--- src/cbm_pkg.sv ---
// ----------------------------------------------------------------------------
// cbm_pkg
// types and constants shared by the cartridge bank mapper modules
// ----------------------------------------------------------------------------
package cbm_pkg;

	localparam int ROM_BANK_W      = 9;
	localparam int RAM_BANK_W      = 4;
	localparam int SEL_W           = 4;
	localparam int ROM_OFS_W       = 14;
	localparam int RAM_OFS_W       = 13;
	localparam int ROM_ADDR_W      = ROM_BANK_W + ROM_OFS_W;
	localparam int RAM_ADDR_W      = RAM_BANK_W + RAM_OFS_W;
	localparam int CLOCK_REG_COUNT = 5;
	localparam int CLK_IDX_W       = $clog2(CLOCK_REG_COUNT);
	localparam int CFG_INDEX_W     = 2;
	localparam int CFG_DATA_W      = 4;

	localparam logic [ROM_BANK_W-1:0] ROM_BANK_INIT = 9'h001;
	localparam logic [SEL_W-1:0]      SEL_INIT      = 4'h1;
	localparam logic [ROM_BANK_W-1:0] ROM_HI_MASK   = 9'h060;
	localparam logic [ROM_BANK_W-1:0] ROM_LO_MASK   = 9'h01F;
	localparam logic [ROM_BANK_W-1:0] ROM_T3_MASK   = 9'h07F;
	localparam logic [3:0]            ENABLE_CODE   = 4'hA;
	localparam logic [SEL_W-1:0]      SEL_BANK_LAST = 4'h3;
	localparam logic [SEL_W-1:0]      SEL_CLK_FIRST = 4'h8;
	localparam logic [SEL_W-1:0]      SEL_CLK_LAST  = 4'hC;
	localparam int                    BANK_SEL_BIT  = 8;
	localparam logic [7:0]            DISABLED_READ = 8'hFF;

	typedef enum logic [CFG_INDEX_W-1:0] {
		CFG_MAPPER_KIND   = 2'd0,
		CFG_ROM_BANK_BITS = 2'd1,
		CFG_RAM_BANK_BITS = 2'd2
	} cfg_index_t;

	typedef enum logic {
		OP_READ  = 1'b0,
		OP_WRITE = 1'b1
	} op_t;

	typedef enum logic [2:0] {
		KIND_NONE  = 3'd0,
		KIND_TYPE1 = 3'd1,
		KIND_TYPE2 = 3'd2,
		KIND_TYPE3 = 3'd3,
		KIND_TYPE5 = 3'd4
	} kind_t;

	typedef enum logic [2:0] {
		TGT_ROM_READ  = 3'd0,
		TGT_RAM_READ  = 3'd1,
		TGT_RAM_WRITE = 3'd2,
		TGT_DIRECT    = 3'd3,
		TGT_NONE      = 3'd4
	} target_t;

	typedef struct packed {
		logic [2:0] mapper_kind;
		logic [3:0] rom_bank_bits;
		logic [2:0] ram_bank_bits;
	} cfg_t;

	typedef struct packed {
		logic [ROM_BANK_W-1:0] rom_bank;
		logic [SEL_W-1:0]      ram_select;
		logic                  ram_mode;
		logic                  ram_enabled;
		logic                  clock_enabled;
	} bank_state_t;

	typedef logic [CLOCK_REG_COUNT-1:0][7:0] clock_file_t;

	typedef struct packed {
		bank_state_t          nxt;
		logic                 clk_we;
		logic [CLK_IDX_W-1:0] clk_idx;
		logic [7:0]           clk_data;
	} bank_update_t;

	typedef struct packed {
		target_t               target;
		logic [ROM_ADDR_W-1:0] rom_address;
		logic [RAM_ADDR_W-1:0] ram_address;
		logic [7:0]            direct_value;
		logic [7:0]            ram_write_data;
	} result_t;

endpackage

--- src/cbm_xlate.sv ---
// ----------------------------------------------------------------------------
// cbm_xlate
// decodes one bus access against the bank state: result and next state
// ----------------------------------------------------------------------------
module cbm_xlate (
	input  logic                  op,
	input  logic [15:0]           bus_address,
	input  logic [7:0]            write_value,
	input  cbm_pkg::cfg_t         cfg,
	input  cbm_pkg::bank_state_t  st,
	input  cbm_pkg::clock_file_t  clock_regs,
	output cbm_pkg::result_t      res,
	output cbm_pkg::bank_update_t upd
);
	import cbm_pkg::*;

	always_comb begin
		kind_t                 k;
		logic [3:0]            region;
		logic [3:0]            rom_bits_sat;
		logic [2:0]            ram_bits_sat;
		logic [ROM_BANK_W-1:0] rom_mask;
		logic [RAM_BANK_W-1:0] ram_mask;
		logic [RAM_BANK_W-1:0] ram_bank_sel;
		logic [RAM_BANK_W-1:0] ram_bank_win;
		logic                  sel_is_bank;
		logic                  sel_is_clk;
		logic                  ram_win;
		logic                  ram_wr;
		logic [7:0]            vv;
		logic [ROM_BANK_W-1:0] rb;

		k = (cfg.mapper_kind > 3'd4) ? KIND_NONE : kind_t'(cfg.mapper_kind);
		region = bus_address[15:12];
		rom_bits_sat = (cfg.rom_bank_bits > 4'(ROM_BANK_W)) ? 4'(ROM_BANK_W) : cfg.rom_bank_bits;
		ram_bits_sat = (cfg.ram_bank_bits > 3'(RAM_BANK_W)) ? 3'(RAM_BANK_W) : cfg.ram_bank_bits;
		for (int i = 0; i < ROM_BANK_W; i++) begin
			rom_mask[i] = (i < int'(rom_bits_sat));
		end
		for (int i = 0; i < RAM_BANK_W; i++) begin
			ram_mask[i] = (i < int'(ram_bits_sat));
		end
		sel_is_bank  = (st.ram_select <= SEL_BANK_LAST);
		sel_is_clk   = (st.ram_select >= SEL_CLK_FIRST) && (st.ram_select <= SEL_CLK_LAST);
		ram_bank_sel = st.ram_select & ram_mask;
		ram_bank_win = (k == KIND_TYPE1 && !st.ram_mode) ? '0 : ram_bank_sel;
		ram_win      = (bus_address[15:13] == 3'b101);
		ram_wr       = 1'b0;
		vv           = write_value;
		rb           = st.rom_bank;

		res          = '0;
		res.target   = TGT_NONE;
		upd.nxt      = st;
		upd.clk_we   = 1'b0;
		upd.clk_idx  = st.ram_select[CLK_IDX_W-1:0];
		upd.clk_data = write_value;

		if (op == OP_READ) begin
			if (region <= 4'h3) begin
				res.target      = TGT_ROM_READ;
				res.rom_address = ROM_ADDR_W'(bus_address[ROM_OFS_W-1:0]);
			end else if (region <= 4'h7) begin
				rb = st.rom_bank & rom_mask;
				if (k == KIND_TYPE1 && st.ram_mode) begin
					rb = rb & ROM_LO_MASK;
				end
				res.target      = TGT_ROM_READ;
				res.rom_address = {rb, bus_address[ROM_OFS_W-1:0]};
			end else if (ram_win) begin
				if (!st.ram_enabled) begin
					res.target       = TGT_DIRECT;
					res.direct_value = DISABLED_READ;
				end else if (k == KIND_TYPE3 && !sel_is_bank) begin
					res.target       = TGT_DIRECT;
					res.direct_value = sel_is_clk ? clock_regs[st.ram_select[CLK_IDX_W-1:0]] : 8'h00;
				end else begin
					res.target      = TGT_RAM_READ;
					res.ram_address = {ram_bank_win, bus_address[RAM_OFS_W-1:0]};
				end
			end else begin
				res.target = TGT_DIRECT;
			end
		end else begin
			if (region <= 4'h1) begin
				if (write_value[3:0] == ENABLE_CODE) begin
					upd.nxt.ram_enabled = 1'b1;
					if (k == KIND_TYPE3) begin
						upd.nxt.clock_enabled = 1'b1;
					end
				end else if (write_value == 8'h00) begin
					upd.nxt.ram_enabled   = 1'b0;
					upd.nxt.clock_enabled = 1'b0;
				end
			end else if (region <= 4'h3) begin
				if (write_value == 8'h00 && k != KIND_TYPE5) begin
					vv = 8'h01;
				end
				if (k == KIND_TYPE1 || (k == KIND_TYPE2 && bus_address[BANK_SEL_BIT])) begin
					rb = (st.rom_bank & ROM_HI_MASK) | ({1'b0, vv} & ROM_LO_MASK);
				end else if (k == KIND_TYPE3) begin
					rb = {1'b0, vv} & ROM_T3_MASK;
				end else if (k == KIND_TYPE5) begin
					if (region == 4'h2) begin
						rb = {st.rom_bank[ROM_BANK_W-1], vv};
					end else begin
						rb = {vv[0], st.rom_bank[7:0]};
					end
				end
				if (k == KIND_TYPE1 && (rb == 9'h020 || rb == 9'h040 || rb == 9'h060)) begin
					rb = rb + 9'd1;
				end
				upd.nxt.rom_bank = rb & rom_mask;
			end else if (region <= 4'h5) begin
				if (k == KIND_TYPE1) begin
					if (!st.ram_mode) begin
						rb = ((st.rom_bank & ROM_LO_MASK) | {2'b00, write_value[1:0], 5'b00000})
							& rom_mask;
					end else begin
						upd.nxt.ram_select = write_value[SEL_W-1:0] & ram_mask;
					end
					if (rb == 9'h020 || rb == 9'h040 || rb == 9'h060) begin
						rb = rb + 9'd1;
					end
					upd.nxt.rom_bank = rb;
				end else if (k == KIND_TYPE3) begin
					if (write_value <= 8'(SEL_BANK_LAST) ||
						(write_value >= 8'(SEL_CLK_FIRST) && write_value <= 8'(SEL_CLK_LAST))) begin
						upd.nxt.ram_select = write_value[SEL_W-1:0];
					end
				end else if (k == KIND_TYPE5) begin
					if (write_value[7:SEL_W] == '0) begin
						upd.nxt.ram_select = write_value[SEL_W-1:0];
					end
				end
			end else if (region <= 4'h7) begin
				if (k == KIND_TYPE1) begin
					if (write_value == 8'h00) begin
						upd.nxt.ram_mode = 1'b0;
					end else if (write_value == 8'h01) begin
						upd.nxt.ram_mode = 1'b1;
					end
				end
			end else if (ram_win) begin
				if (k == KIND_TYPE3) begin
					if (sel_is_bank && st.ram_enabled) begin
						ram_wr = 1'b1;
					end else if (sel_is_clk && st.clock_enabled) begin
						upd.clk_we = 1'b1;
					end
				end else if (st.ram_enabled) begin
					ram_wr = 1'b1;
				end
				if (ram_wr) begin
					res.target         = TGT_RAM_WRITE;
					res.ram_address    = {ram_bank_win, bus_address[RAM_OFS_W-1:0]};
					res.ram_write_data = write_value;
				end
			end
		end
	end

endmodule

--- src/cbm_state.sv ---
// ----------------------------------------------------------------------------
// cbm_state
// bank registers, enable flags and clock registers, updated once per access
// ----------------------------------------------------------------------------
module cbm_state (
	input  logic                  clk,
	input  logic                  arst_n,
	input  logic                  step,
	input  cbm_pkg::bank_update_t upd,
	output cbm_pkg::bank_state_t  st,
	output cbm_pkg::clock_file_t  clock_regs
);
	import cbm_pkg::*;

	bank_state_t state_q;
	clock_file_t clock_q;

	always_ff @(posedge clk or negedge arst_n) begin
		if (!arst_n) begin
			state_q.rom_bank      <= ROM_BANK_INIT;
			state_q.ram_select    <= SEL_INIT;
			state_q.ram_mode      <= 1'b0;
			state_q.ram_enabled   <= 1'b0;
			state_q.clock_enabled <= 1'b0;
			clock_q               <= '0;
		end else if (step) begin
			state_q <= upd.nxt;
			if (upd.clk_we) begin
				clock_q[upd.clk_idx] <= upd.clk_data;
			end
		end
	end

	assign st         = state_q;
	assign clock_regs = clock_q;

endmodule

--- src/cartridge_bank_mapper.sv ---
// ----------------------------------------------------------------------------
// cartridge_bank_mapper
// cartridge bank controller: CPU bus access in, flat ROM/RAM address out
// ----------------------------------------------------------------------------
// Takes one bus access per clock while the output side does not stall, and
// returns one result per access, in order. Each access passes an input
// register and an output register; a result shows on the outputs once it has
// moved into the output register, which waits while the output side stalls.
// The bank state is updated as the access moves into the output register, so
// the next access already sees the new bank. Sustained rate is one access per
// cycle, set by the single decode pass between the two registers. Configuration
// writes are taken at any time and must only be issued while no access is in
// flight.
module cartridge_bank_mapper (
	input  logic                                clk,
	input  logic                                arst_n,
	input  logic                                cfg_valid,
	output logic                                cfg_ready,
	input  logic [cbm_pkg::CFG_INDEX_W-1:0]     cfg_index,
	input  logic [cbm_pkg::CFG_DATA_W-1:0]      cfg_data,
	input  logic                                in_valid,
	output logic                                in_ready,
	input  logic                                op,
	input  logic [15:0]                         bus_address,
	input  logic [7:0]                          write_value,
	output logic                                out_valid,
	input  logic                                out_ready,
	output logic [2:0]                          target,
	output logic [cbm_pkg::ROM_ADDR_W-1:0]      rom_address,
	output logic [cbm_pkg::RAM_ADDR_W-1:0]      ram_address,
	output logic [7:0]                          direct_value,
	output logic [7:0]                          ram_write_data
);
	import cbm_pkg::*;

	cfg_t         cfg_q;
	logic         valid_s1;
	logic         op_s1;
	logic [15:0]  addr_s1;
	logic [7:0]   wdata_s1;
	logic         valid_s2;
	result_t      result_s2;
	logic         advance;
	bank_state_t  st;
	clock_file_t  clock_regs;
	result_t      res;
	bank_update_t upd;

	assign cfg_ready = 1'b1;

	always_ff @(posedge clk or negedge arst_n) begin
		if (!arst_n) begin
			cfg_q.mapper_kind   <= 3'd0;
			cfg_q.rom_bank_bits <= 4'd1;
			cfg_q.ram_bank_bits <= 3'd0;
		end else if (cfg_valid) begin
			unique case (cfg_index)
				CFG_MAPPER_KIND:   cfg_q.mapper_kind   <= cfg_data[2:0];
				CFG_ROM_BANK_BITS: cfg_q.rom_bank_bits <= cfg_data;
				CFG_RAM_BANK_BITS: cfg_q.ram_bank_bits <= cfg_data[2:0];
				default: ;
			endcase
		end
	end

	assign advance  = valid_s1 && (!valid_s2 || out_ready);
	assign in_ready = !valid_s1 || advance;

	// input register
	always_ff @(posedge clk or negedge arst_n) begin
		if (!arst_n) begin
			valid_s1 <= 1'b0;
		end else if (in_valid && in_ready) begin
			valid_s1 <= 1'b1;
		end else if (advance) begin
			valid_s1 <= 1'b0;
		end
	end

	always_ff @(posedge clk) begin
		if (in_valid && in_ready) begin
			op_s1    <= op;
			addr_s1  <= bus_address;
			wdata_s1 <= write_value;
		end
	end

	cbm_xlate u_xlate (
		.op          (op_s1),
		.bus_address (addr_s1),
		.write_value (wdata_s1),
		.cfg         (cfg_q),
		.st          (st),
		.clock_regs  (clock_regs),
		.res         (res),
		.upd         (upd)
	);

	cbm_state u_state (
		.clk        (clk),
		.arst_n     (arst_n),
		.step       (advance),
		.upd        (upd),
		.st         (st),
		.clock_regs (clock_regs)
	);

	// output register
	always_ff @(posedge clk or negedge arst_n) begin
		if (!arst_n) begin
			valid_s2 <= 1'b0;
		end else if (advance) begin
			valid_s2 <= 1'b1;
		end else if (out_ready) begin
			valid_s2 <= 1'b0;
		end
	end

	always_ff @(posedge clk) begin
		if (advance) begin
			result_s2 <= res;
		end
	end

	assign out_valid      = valid_s2;
	assign target         = result_s2.target;
	assign rom_address    = result_s2.rom_address;
	assign ram_address    = result_s2.ram_address;
	assign direct_value   = result_s2.direct_value;
	assign ram_write_data = result_s2.ram_write_data;

endmodule

--- config.mk ---
export PLATFORM = sky130hd
export DESIGN_NAME = cartridge_bank_mapper
export DESIGN_NICKNAME = d
export VERILOG_FILES = /design/src/cbm_pkg.sv /design/src/cbm_xlate.sv /design/src/cbm_state.sv /design/src/cartridge_bank_mapper.sv
export SDC_FILE = /design/constraint.sdc
export NUM_CORES = 1
export LEC_CHECK = 0
export ABC_AREA = 0
export BUFFER_PORTS_ARGS = -buffer_cell sky130_fd_sc_hd__buf_4
export CAP_MARGIN = 20
export CORE_MARGIN = 4
export CORE_UTILIZATION = 57
export DETAILED_ROUTE_END_ITERATION = 7
export PLACE_DENSITY = 0.82
export SETUP_SLACK_MARGIN = 0.15
export SLEW_MARGIN = 20
export SYNTH_ARGS = -nofsm -noshare
export SYNTH_HDL_FRONTEND = slang
export SYNTH_SLANG_ARGS = --single-unit
--- constraint.sdc ---
create_clock -name clk -period 9.7 [get_ports clk]
set_input_delay 2.425 -clock clk [delete_from_list [all_inputs] [get_ports clk]]
set_output_delay 2.425 -clock clk [all_outputs]
set_load 0.05 [all_outputs]
==> out/qor.log, run 1 <==
[critical_path] beginning of the worst register-to-register path addr_s1[15]
[floorplan] Die Area 13500 um2
[cts] clock latency on the worst-skew pair 420 ps
[worst_hold_path] start point of the worst hold path u_state.clock_regs[25]
[global_route] met2 global-route usage 38.8%
[floorplan] initial standard-cell utilization of the core 58.5%
[global_route] first-pass GRT wire length 24800 um
[critical_path] Data arrival, critical path 2930 ps
[synth] top cell type's share of synthesized area 37.8%
[synth] top_reg_cell synth edfxtp_1
[synth] count of unique library cells instantiated by Yosys 54
[cts] hold buffers post-CTS 0
[critical_path] endpoint of the worst register-to-register path u_state.st[8]
[synth] fraction of the yosys area taken by sequential cells 63.3%
[cells_and_area] antenna fix cells 0
[power] share of power burned in combinational logic 14.8%
[cts] clock tree from TritonCTS done
[synth] number of standard cells after synthesis 496
[power] PD cells 203 nW/um2
[run_status] result of the run completed
[cts] clock-pin slew of the registers on the worst-case setup and hold paths 60 ps
[cells_and_area] layout cell share with drive strength beyond 1 34.9%
[drt] Pre-antenna DRT Iters 6
[critical_path] CP max FO 3
[critical_path] setup slack, reg-to-reg 6100 ps
[drt] Routed Antenna Nets 0
[drt] Detailed Route Iter0 Violations 502
[synth] mean area per synthesized cell 13.5 um2
[synth] async set-reset flop share out of synthesis 44.7%
[timing] final total negative setup slack 0 ps
[global_route] pin count of the biggest net entering global routing 69
[drt] total number of vias 4551
[cts] number of buffers created by CTS 17
[synth] total nets after synthesis 536
[power] sequential fraction of design power 48.1%
[power] switching power 0.480 mW
[floorplan] Die Height 116 um
[synth] Synth Cell Area 6680 um2
[timing] share of the clock period used by the worst path 55.2%
[cts] clock tree root buffer cell clkbuf_16
[timing] actual slew at the worst max-slew pin 857 ps
[critical_path] startpoint class of the critical path input port
[drt] Total Routed Length 15500 um
[worst_hold_path] worst hold-check path type register to register
[placed_design] number of port buffers 96
[synth] Synth top cells by count 84 x edfxtp_1, 65 x dfrtp_1, 55 x mux2_2
[run] max-cap violation count 0
[synth] synthesized flop and latch total 152
[floorplan] Core Region 11400 um2
[timing] final hold violation count 0
[timing] Post-Route Skew 9.70 ps
[placed_design] HPWL reported at the end of detailed placement 10300 um
[power] Switching Fraction 29.5%
[synth] cell type with the highest aggregate area in the netlist edfxtp_1
[global_route] aggregate global routing overflow 0
[power] share of total power in the clock network 37.1%
[floorplan] width of the die 116 um
[critical_path] Worst R2R Path Depth 10
[cts] clk buf depth 2
[cts] CTS H-tree depth 4
[worst_hold_path] Worst Hold Path EP u_state.clock_regs[25]
[power] PnR Total Power 1.63 mW
[timing] unrepaired setup endpoints after global routing no
[floorplan] num ports 98
[cts] Gates resized, CTS repair 0
[timing] Achievable Freq 0.187 GHz
[global_route] M3 GR Usage 5.13%
[global_route] combined global-route utilization of all metal layers 24.2%
[cts] setup repair bufs after CTS 0
[timing] # setup viols final 0
[global_route] number of global-route vias before repair 4560
[cts] number of sinks handled by clock tree synthesis 152
[global_route] number of antenna violations at the first check in global routing 0
[global_route] met1 demand-to-capacity share in global routing 33.6%
[cells_and_area] final net count 629
[timing] crit path time final 5360 ps
[synth] largest cells by area after synthesis edfxtp_1 38%, dfrtp_1 24%, mux2_2 9.3%, and2_1 2.8%, mux4_2 2.7%
[timing] number of pins with negative max-slew slack in the final report 0
[synth] total number of yosys warnings 0
[floorplan] FP Rows 39
[drt] drc violations 0
[worst_hold_path] Hold Path Cell Cnt 2
[power] worst voltage drop across the vdd grid 0.129 mV
[synth] number of enable-type register cells in the synthesized netlist 84
[synth] most used standard cell by instance count after synthesis edfxtp_1
[power] Pleak 3.45 nW
[critical_path] required arrival time at the worst endpoint 7280 ps
[drt] routed vias/inst 6.11
[critical_path] Crit Path Class input port to primary output
[cells_and_area] Area Growth Syn to Fin 20.4%
[global_route] global-route layer with the greatest usage met2
[timing] max-slew headroom at the worst pin 42.8%
[placed_design] Final Wtd Congestion 0.875
[power] Int Pwr 1.15 mW
[drt] average wire per standard cell 20.8 um
[critical_path] type of element capturing the critical path primary output
-- worst max-delay path: stages --
cell and delay [ps]:
buf_4 110, nand3b_1 180, buf_4 210
-- power groups by stage --
stage,Sequential (mW),Combinational [mW],Clock [mW]
3_3_place_gp,0.792,0.233,0
6_report,0.784,0.242,0.604
2_1_floorplan,0.833,0.117,0
4_1_cts,0.782,0.243,0.610
5_1_grt,0.789,0.262,0.639
3_5_place_dp,0.794,0.241,0
-- cell type report --
type	instances	area, um2
clock inverter	15	116
timing repair buffer	98	736
fill	725	3380
inverter	13	48.8
clock buffer	17	425
tap	143	179
multi-input combinational	307	2310
sequential	152	4230
-- registers in the layout (all words and copies together), names as in the netlist --
signal / cells
target: 3
ram_write_data: 8
addr_s1: 16
wdata_s1: 8
u_state.st: 16
cfg_q: 10
out_valid: 1
direct_value: 8
rom_address: 23
ram_address: 17
u_state.clock_regs: 40
valid_s1: 1
op_s1: 1
-- logic make-up (layout without fill, tap and decap cells) --
group | after synthesis | count (layout) | share of synthesized area [%]
AO/OA/AOI/OAI | 73 | 73 | 7.16
flip-flops | 152 | 152 | 63.3
buffers and inverters | 37 | 143 | 2.14
XOR/XNOR | 2 | 2 | 0.262
multiplexers | 71 | 71 | 13.2
other | 1 | 1 | 0.0562
adder cells (fa/ha/maj) | 4 | 4 | 0.750
AND/OR/NAND/NOR | 156 | 156 | 13.1
-- worst max path at each step --
| stage | to | depth (start not counted) | from | slack (ps) |
|---|---|---|---|---|
| after CTS | in_ready | 3 | out_ready | 4340 |
| final | in_ready | 3 | out_ready | 4340 |
| after detailed placement | in_ready | 3 | out_ready | 4350 |
| after global routing | in_ready | 3 | out_ready | 4320 |
| after global placement | in_ready | 3 | out_ready | 4370 |
| after floorplan | in_ready | 1 | out_ready | 4370 |
-- cell usage in the layout (no fill, tap or decap), types with 4 or more instances in the layout --
master      instances
buf_4              98
edfxtp_1           84
dfrtp_1            65
mux2_2             55
nand2_1            31
and2_1             28
a21oi_1            21
nor2_1             21
o21ai_0            20
clkbuf_16          17
inv_1              13
and3_1             13
nor3_1              8
nand3_1             8
mux4_2              8
mux2i_1             7
nand2b_1            6
nor2b_1             6
inv_6               6
or2_2               5
o31ai_1             5
or3_1               5
nand4_1             5
a31oi_1             4
ha_1                4
clkinvlp_4          4
-- metal layers --
metal,wire length (um),vias up
met5,0,-
met4,286,0
met3,1380,34
met2,7510,240
met1,6340,2252
li1,-,2025
-- metrics by stage --
| stage | util, % | cells | cell area [um2] | hold slack (ps) | setup WS [ps] |
|---|---|---|---|---|---|
| after CTS | 70.4 | 745 | 8040 | 489 | 4340 |
| final | 70.4 | 745 | 8040 | 489 | 4340 |
| after global placement | 65.7 | 713 | 7500 | 459 | 4370 |
| after detailed placement | 65.7 | 713 | 7500 | 476 | 4350 |
| after global routing | 70.4 | 745 | 8040 | 511 | 4320 |
| after floorplan | - | 496 | 6680 | 445 | 4370 |
No activity file was read; power rests on OpenSTA's default activity.
==> inputs of run 2 (changes only) <==
--- a/config.mk
+++ b/config.mk
@@ -5,7 +5,7 @@
 export SDC_FILE = /design/constraint.sdc
 export NUM_CORES = 1
 export LEC_CHECK = 0
-export ABC_AREA = 0
+export ABC_AREA = 1
 export BUFFER_PORTS_ARGS = -buffer_cell sky130_fd_sc_hd__buf_4
 export CAP_MARGIN = 20
 export CORE_MARGIN = 4
==> constraint.sdc (replaced) <==
create_clock -name clk -period 5.4 [get_ports clk]
set_input_delay 1.35 -clock clk [delete_from_list [all_inputs] [get_ports clk]]
set_output_delay 1.35 -clock clk [all_outputs]
set_load 0.05 [all_outputs]
==> out/qor.log, run 2 <==
[cells_and_area] Area Growth Syn to Fin 21.5%
[global_route] combined global-route utilization of all metal layers 25.3% [+1.1 points]
[run] max-cap violation count 0 [unchanged]
[cells_and_area] number of flip-flops in the largest register 40 [unchanged]
[global_route] aggregate global routing overflow 0 [unchanged]
[synth] total number of yosys warnings 0 [unchanged]
[drt] total number of vias 5387 [+18%]
[drt] Total Routed Length 16400 um [+5.8%]
[worst_hold_path] worst hold-check path type register to register
[placed_design] number of port buffers 96 [unchanged]
[floorplan] Die Area 13500 um2 [+0.19%]
[drt] average wire per standard cell 17.2 um [-18%]
[cts] setup repair bufs after CTS 0 [unchanged]
[timing] unrepaired setup endpoints after global routing no
[floorplan] width of the die 116 um [about the same]
[synth] count of unique library cells instantiated by Yosys 39 [-28%]
[drt] Detailed Route Iter0 Violations 676 [+35%]
[floorplan] Core Region 11500 um2 [+0.43%]
[synth] mean area per synthesized cell 9.58 um2 [-29%]
[cts] number of buffers created by CTS 17 [unchanged]
[cts] clock latency on the worst-skew pair 430 ps [about the same]
[critical_path] Crit Path Class input port to primary output
[timing] Achievable Freq 0.306 GHz
[timing] actual slew at the worst max-slew pin 1030 ps [+178 ps]
[power] PnR Total Power 3.22 mW [+98%]
[critical_path] type of element capturing the critical path primary output
[power] PD cells 396 nW/um2 [+96%]
[synth] fraction of the yosys area taken by sequential cells 63.2% [-0.13 points]
[timing] share of the clock period used by the worst path 60.4%
[placed_design] Final Wtd Congestion 0.898 [+2.6%]
[cells_and_area] final net count 840 [+34%]
[cts] CTS H-tree depth 4 [unchanged]
[floorplan] initial standard-cell utilization of the core 58.3% [-0.13 points]
[synth] Synth top cells by count 144 x nand2_1, 87 x inv_1, 87 x nor2_1
[timing] final total negative setup slack 0 ps [unchanged]
[cells_and_area] number of fill cells 818 [+13%]
[timing] final worst hold slack 486 ps [-2.83 ps]
[cts] clock-pin slew of the registers on the worst-case setup and hold paths 60 ps [about the same]
[timing] Post-Route Skew 10.2 ps [+0.455 ps]
[cts] hold buffers post-CTS 0 [unchanged]
[placed_design] dpl cells 924 [+30%]
[synth] top_reg_cell synth edfxtp_1
[synth] number of enable-type register cells in the synthesized netlist 84 [unchanged]
[cts] Gates resized, CTS repair 0 [unchanged]
[drt] routed vias/inst 5.63 [-7.8%]
[global_route] first-pass GRT wire length 25900 um [+4.5%]
[cts] number of sinks handled by clock tree synthesis 152 [unchanged]
[synth] largest cells by area after synthesis edfxtp_1 38%, dfrtp_1 24%, nand2_1 8.1%, o21ai_0 5.5%, inv_1 4.9%
[cts] clock tree from TritonCTS done
[drt] drc violations 0 [unchanged]
[cells_and_area] non-filler instance count after layout 956 [+28%]
[timing] number of pins with negative max-slew slack in the final report 0 [unchanged]
[power] Pleak 3.69 nW [+6.8%]
[run_status] result of the run completed
[cells_and_area] commonest non-fill, non-tap cells in the layout 144 x nand2_1, 98 x buf_4, 87 x nor2_1, 87 x inv_1, 84 x edfxtp_1
[cts] clk buf depth 2 [unchanged]
[cells_and_area] layout cell share with drive strength beyond 1 17.7% [-17 points]
[global_route] number of antenna violations at the first check in global routing 0 [unchanged]
[floorplan] FP Rows 39 [unchanged]
[synth] synthesized flop and latch total 152 [unchanged]
[synth] number of standard cells after synthesis 698 [+41%]
[synth] Synth Cell Area 6690 um2 [+0.21%]
[synth] async set-reset flop share out of synthesis 44.7% [unchanged]
[synth] total nets after synthesis 738 [+38%]
[floorplan] Die Height 116 um [about the same]
[cells_and_area] leading cell type in the layout, fill and taps excluded nand2_1
[critical_path] Data arrival, critical path 1910 ps [-1020 ps]
[timing] final hold violation count 0 [unchanged]
[global_route] pin count of the biggest net entering global routing 69 [unchanged]
[timing] crit path time final 3260 ps
[synth] most used standard cell by instance count after synthesis nand2_1
[critical_path] startpoint class of the critical path input port
[drt] Pre-antenna DRT Iters 5 [-1]
[synth] top cell type's share of synthesized area 37.7% [-0.078 points]
[critical_path] CP max FO 3 [unchanged]
[cells_and_area] antenna fix cells 0 [unchanged]
[cts] clock tree root buffer cell clkbuf_16
[critical_path] required arrival time at the worst endpoint 4050 ps [-3230 ps]
[timing] max-slew headroom at the worst pin 30.9% [-12 points]
[power] worst voltage drop across the vdd grid 0.304 mV [+140%]
[synth] cell type with the highest aggregate area in the netlist edfxtp_1
[drt] Routed Antenna Nets 0 [unchanged]
[global_route] number of global-route vias before repair 5082 [+11%]
[placed_design] HPWL reported at the end of detailed placement 11700 um [+13%]
[floorplan] num ports 98 [unchanged]
[timing] # setup viols final 0 [unchanged]
run 2: cell types whose count changed after synthesis, sizes merged, moves of 7 or more:
| cell | previous run | this run |
|---|---|---|
| and3 | 13 | 0 |
| mux4 | 8 | 0 |
| nand3 | 8 | 41 |
| inv | 13 | 90 |
| mux2 | 56 | 0 |
| a21oi | 21 | 33 |
| o21ai | 22 | 73 |
| and2 | 30 | 0 |
| nor2 | 21 | 92 |
| nand2 | 31 | 148 |
| nor3 | 8 | 17 |
| clkbuf | 21 | 8 |
| mux2i | 7 | 0 |
run 2: worst max-delay path, stage by stage:
cell	delay (ps)
buf_4	100
inv_1	120
nand3_1	130
buf_4	210
run 2: final timing paths:
path / start / to / slack (ps) / depth (start not counted)
max in group asynchronous: arst_n / u_state.st[1] / 3790 / 1
worst min-delay path: u_state.clock_regs[3] / u_state.clock_regs[3] / 490 / 2
worst min register to register: u_state.clock_regs[3] / u_state.clock_regs[3] / 490 / 2
worst max register to register: u_state.st[5] / target[1] / 2910 / 7
worst max-delay path: out_ready / in_ready / 2140 / 4
min in group asynchronous: arst_n / u_state.clock_regs[31] / 1050 / 1
run 2: layer usage:
| layer | part of all wire [%] | up-vias | track usage [%] |
|---|---|---|---|
| met5 | 0 | - | 0 |
| met4 | 1.9 | 0 | 9.13 |
| met1 | 40 | 2567 | 34.8 |
| met3 | 10 | 24 | 5.91 |
| li1 | - | 2533 | - |
| met2 | 48 | 263 | 39.7 |
run 2: power breakdown:
part	switching (mW)	internal (mW)	total [mW]
registers	0.0669	1.35	1.42
logic	0.472	0.178	0.650
clock network	0.472	0.679	1.15
total	1.01	2.21	3.22
run 2: metrics by stage:
step	worst slack, ps	utilization (%)	cell area, um2
floorplan	1020	-	6690
global placement	2150	65.8	7550
detailed placement	2140	65.8	7550
CTS	2130	70.8	8120
global route	2110	70.8	8120
finish	2140	70.8	8120
run 2: final cells by class:
type	instances	area (um2)	area share, %
clock buffers	17	425	5.24
multi-input cells	439	2060	25.4
clock inverters	15	151	1.86
flip-flops and latches	152	4230	52.0
inverters	92	345	4.25
repair buffers	98	736	9.06
well taps	143	179	2.20
run 2: cells by family after synthesis:
family                   synth area share [%]
AO/OA/AOI/OAI                            10.3
adder cells (fa/ha/maj)                 0.748
buffers and inverters                    6.17
flip-flops                               63.2
other                                  0.0561
AND/OR/NAND/NOR                          19.5
